**src/rtl/ptbl_ram.sv**
```systemverilog
`timescale 1ns / 1ps
// ============================================================================
// ptbl_ram - simple dual-port synchronous RAM
// One write port, one read port, read data registered.
// ============================================================================
module ptbl_ram #(
    parameter int WIDTH = 8,
    parameter int DEPTH = 16,
    parameter int AW    = 4
) (
    input  logic             i_clk,
    input  logic             i_we,
    input  logic [AW-1:0]    i_waddr,
    input  logic [WIDTH-1:0] i_wdata,
    input  logic [AW-1:0]    i_raddr,
    output logic [WIDTH-1:0] o_rdata
);

    logic [WIDTH-1:0] mem [DEPTH];
    logic [WIDTH-1:0] r_rdata;

    always_ff @(posedge i_clk) begin
        if (i_we) begin
            mem[i_waddr] <= i_wdata;
        end
        r_rdata <= mem[i_raddr];
    end

    assign o_rdata = r_rdata;

endmodule

```
**config.mk**
```make
export PLATFORM = sky130hd
export DESIGN_NAME = ptbl_ram
export DESIGN_NICKNAME = d
export VERILOG_FILES = /design/src/rtl/ptbl_ram.sv
export SDC_FILE = /design/constraint.sdc
export NUM_CORES = 1
export LEC_CHECK = 0
export BUFFER_PORTS_ARGS = -buffer_cell sky130_fd_sc_hd__buf_2
export CELL_PAD_IN_SITES_DETAIL_PLACEMENT = 1
export CELL_PAD_IN_SITES_GLOBAL_PLACEMENT = 1
export CORE_ASPECT_RATIO = 1.4
export CORE_MARGIN = 4
export CORE_UTILIZATION = 35
export DETAILED_ROUTE_END_ITERATION = 6
export HOLD_SLACK_MARGIN = 0.08
export PLACE_DENSITY_LB_ADDON = 0.1
export SETUP_SLACK_MARGIN = 0.05
export SYNTH_ARGS = -nofsm -noshare
export SYNTH_HDL_FRONTEND = slang
export SYNTH_SLANG_ARGS = --single-unit
```
**constraint.sdc**
```tcl
create_clock -name i_clk -period 2.09 [get_ports i_clk]
set_input_delay 0.3135 -clock i_clk [delete_from_list [all_inputs] [get_ports i_clk]]
set_output_delay 0.3135 -clock i_clk [all_outputs]
set_load 0.02 [all_outputs]
```
# Word level (Yosys, flattened, before mapping)
# Memories as Yosys holds them, arrays and structs flattened. A register that Yosys moved wholly into a read port is not among the register bits.
# Cells that the tools add are included.
[op_classes]
muxes = 2
mul = 0
n_eq_ne = 0
n_div = 0
addsub = 0
n_bitwise = 0
n_shift = 0
n_lt_le_gt_ge = 0
n_reduce_logical = 0
[ops]
columns = ["op", "n"]
rows = [
  ["1-bit two-way mux", 2],
]
[totals]
register_bits = 0
in_bits = 18
mem_bits_ro = 0
ramBits = 128
latch_bits = 0
mem_count = 1
[mem_list]
columns = ["name", "depth", "width", "read_ports", "rd_clocked_by_memory_dff", "write_ports", "line_no", "source"]
rows = [
  ["mem", 16, 8, 1, 1, 1, "19", "logic [WIDTH-1:0] mem [DEPTH];"],
]

# Logic depth before layout (Yosys ltp)
[depth]
ltp_word = 2
ltp_mapped = 5
depth_no_buf = 3

# Worst setup path before layout
# Ideal clock, no wire load.
[synth_timing]
path_kind = "input -> register"
start = "input port i_waddr[2]"
end = "memory mem[0][0], enable pin"
path_slack_ns = 0.284
n_path_buf = 0
arrival_ns = 1.423
setup_ns = 0.383
cell_stages = 2
cell_sequence = "or3b_2 > nor3_1"
[synth_rtl]
columns = ["element", "line_no", "source"]
rows = [
  ["start, declared", "13", "input logic [AW-1:0] i_waddr,"],
  ["end, declared", "19", ""],
]
# No word-level cell before the write port.

==> results_dict.tcl <==
set metrics [dict create \
    synthCells 229 \
    utilization_pct 43.0 \
    die_area_um2 16700 \
    timing.fmax_mhz 679 \
    clk_pin_slew_ns 0.05 \
    clockBufferDepth 2 \
    power_frac_clock_pct 46.4 \
    finalHoldViolCount 0 \
    htree_levels 4 \
    first_global_vias 2685 \
    wl_per_cell_um 22.7 \
    yosysSeqAreaShare_pct 77.8 \
    cts_setup_buffers 0 \
    grt_start_max_net_pins 33 \
    setup_violations 0 \
    async_flop_share_pct 0 \
    port_buffers 25 \
    period_needed_ns 1.47 \
    drive_gt1_share_pct 32.1 \
    yosys_warnings 0 \
    diodes 0 \
    ys.flop_type "edfxtp_1" \
    synth_top_area_share_pct 74.7 \
    status "completed" \
    start_util_pct 35.6 \
    reg2reg_slack_ns 0.62 \
    critPathArrivalTime_ns 1.74 \
    power_density_nw_per_um2 1020 \
    vias 2455 \
    r2r-start "mem[1][0]" \
    critPathKind "flop to flop" \
    hold_buffers 0 \
    power_w 0.00630 \
    critPathCaptureType "flop" \
    max-vdd-ir-drop_mv 0.491 \
    cp-start-kind "flop" \
    ioPinCount 26 \
    antenna_found_initial 0 \
    startpoint "mem[1][0]" \
    cts_tree "yes" \
    synth_common_cells "edfxtp_1, mux4_2, a22oi_1, mux4_1, nor2_1" \
    synth_edf_count 128 \
    synth_most_common_cell "edfxtp_1" \
    min_path_type "input pin to flop" \
    tns_ns 0 \
    drtIter0Drc 120 \
    power_frac_comb_pct 4.9 \
    switchingPower_w 0.00127 \
    drtAntennaViolNets 0 \
    crit_fanout 1 \
    syn_nets 247 \
    grtUsageTotal_pct 14.1 \
    synth_area_um2 5150 \
    clk-insertion-delay-late_ns 0.41 \
    synth.top_cells.by_area "edfxtp_1, mux4_2, mux4_1" \
    worst-r2r-cell-count 3 \
    avgViaCountPerCell 5.03 \
    coreArea_um2 14400 \
    overflow 0 \
    maxSlewViolCount 0 \
    globalplace.congestion 0.718 \
    synth_top_area_cell "edfxtp_1" \
    syn_avg_cell_area_um2 22.5 \
    grt_pass1_wl_um 16900 \
    ys_ff_latch 136 \
    cts_root_buf "clkbuf_16" \
    drc_errors 0 \
    power.internal_w 0.00503 \
    die_y_um 151 \
    area_growth_pct 20.6 \
    dp_hpwl_um 7370 \
    swShare_pct 20.2 \
    setup_slack_ns 0.617 \
    numClockSinks 136 \
    slew_headroom_pct 70.2 \
    final_net_count 304 \
    min_period_over_period_pct 70.5 \
    place_ws_ns 0.210 \
    cts_resized 0 \
    tightest_slew_ns 0.447 \
    crit_required_ns 2.36 \
    die_w_um 110 \
    drv_cap 0 \
    crit_end "o_rdata[0]" \
    wl_um 11100 \
    p_seq_share_pct 48.6 \
    rsz0062_at_grt "false" \
    skew_ns 0.00752 \
    rows 52 \
    drt-pass1-iter-count 4 \
    cts_buffers 17 \
    synth_cell_types 19 \
    r2r-end "o_rdata[0]" \
    p_leak_nw 2.10 \
]
[cell usage in the layout, fill, tap and decap left out, drive strengths merged]
cell type	Yosys	routed
nor3	4	4
edfxtp	128	128
nand3	1	1
mux4	32	32
bufinv	0	3
clkinv	0	8
nand2b	2	2
clkbuf	0	17
and2b	1	1
or3b	1	1
clkinvlp	0	4
a22oi	16	16
dfxtp	8	8
buf	7	48
and2	1	1
nor2	13	13
nand2	9	9
nor2b	1	1
nand3b	2	2
[registers in the layout (all words and copies together) (netlist names)]
| name | count |
|---|---|
| o_rdata | 8 |
| mem | 128 |
[critical path: stages (launching register included)]
cell      delay (ns)
edfxtp_1        0.39
mux4_1          0.54
a22oi_1         0.29
nand2_1         0.13
[per-stage QoR]
stage,std cells,hold WS (ns),cell area (um2)
final,488,0.299,6210
after detailed placement,456,0.675,5620
after floorplan,229,0.412,5150
after global placement,456,0.659,5620
after CTS,488,0.284,6210
after global routing,488,0.292,6210
[worst min path at each step]
| stage | startpoint | end | depth (start not counted) | slack, ns |
|---|---|---|---|---|
| after global routing | i_wdata[7] | mem[6][7] | 1 | 0.29 |
| after detailed placement | mem[14][7] | o_rdata[7] | 3 | 0.68 |
| after CTS | i_wdata[2] | mem[5][2] | 1 | 0.28 |
| after global placement | mem[11][2] | o_rdata[2] | 3 | 0.66 |
| after floorplan | i_wdata[0] | mem[0][0] | 0 | 0.41 |
| final | i_wdata[2] | mem[5][2] | 1 | 0.30 |
[routing by layer]
layer  up-vias  GRT usage [%]  part of all wire (%)
met5         -              0                     0
met4         0           5.55                   1.3
met3        10           3.46                   2.5
met2        56           24.2                    52
met1      1302           17.3                    44
li1       1087              -                     -
[power groups by stage]
stage	combinational, W	sequential [W]	clock [W]
detailed placement	0.000323	0.00312	0
global route	0.000339	0.00307	0.00312
finish	0.000312	0.00307	0.00293
floorplan	0.000155	0.00314	0
CTS	0.000323	0.00307	0.00298
global placement	0.000317	0.00312	0
[kinds of logic (layout without fill, tap and decap cells)]
logic type             count (synthesis)  after routing  synth area share [%]
AO/OA/AOI/OAI                         16             16                  2.33
buffers and inverters                 10             80                  1.68
flip-flops                           136            136                  77.8
multiplexers                          32             32                  15.0
AND/OR/NAND/NOR                       35             35                  3.18
[layout make-up]
type                    instances  area, um2
fillers                      1400       8240
flip-flops and latches        136       4000
multi-input cells              83       1060
clock buffers                  17        425
repair buffers                 48        323
well taps                     189        236
clock inverters                15        160
No activity file was read; power rests on OpenSTA's default activity.
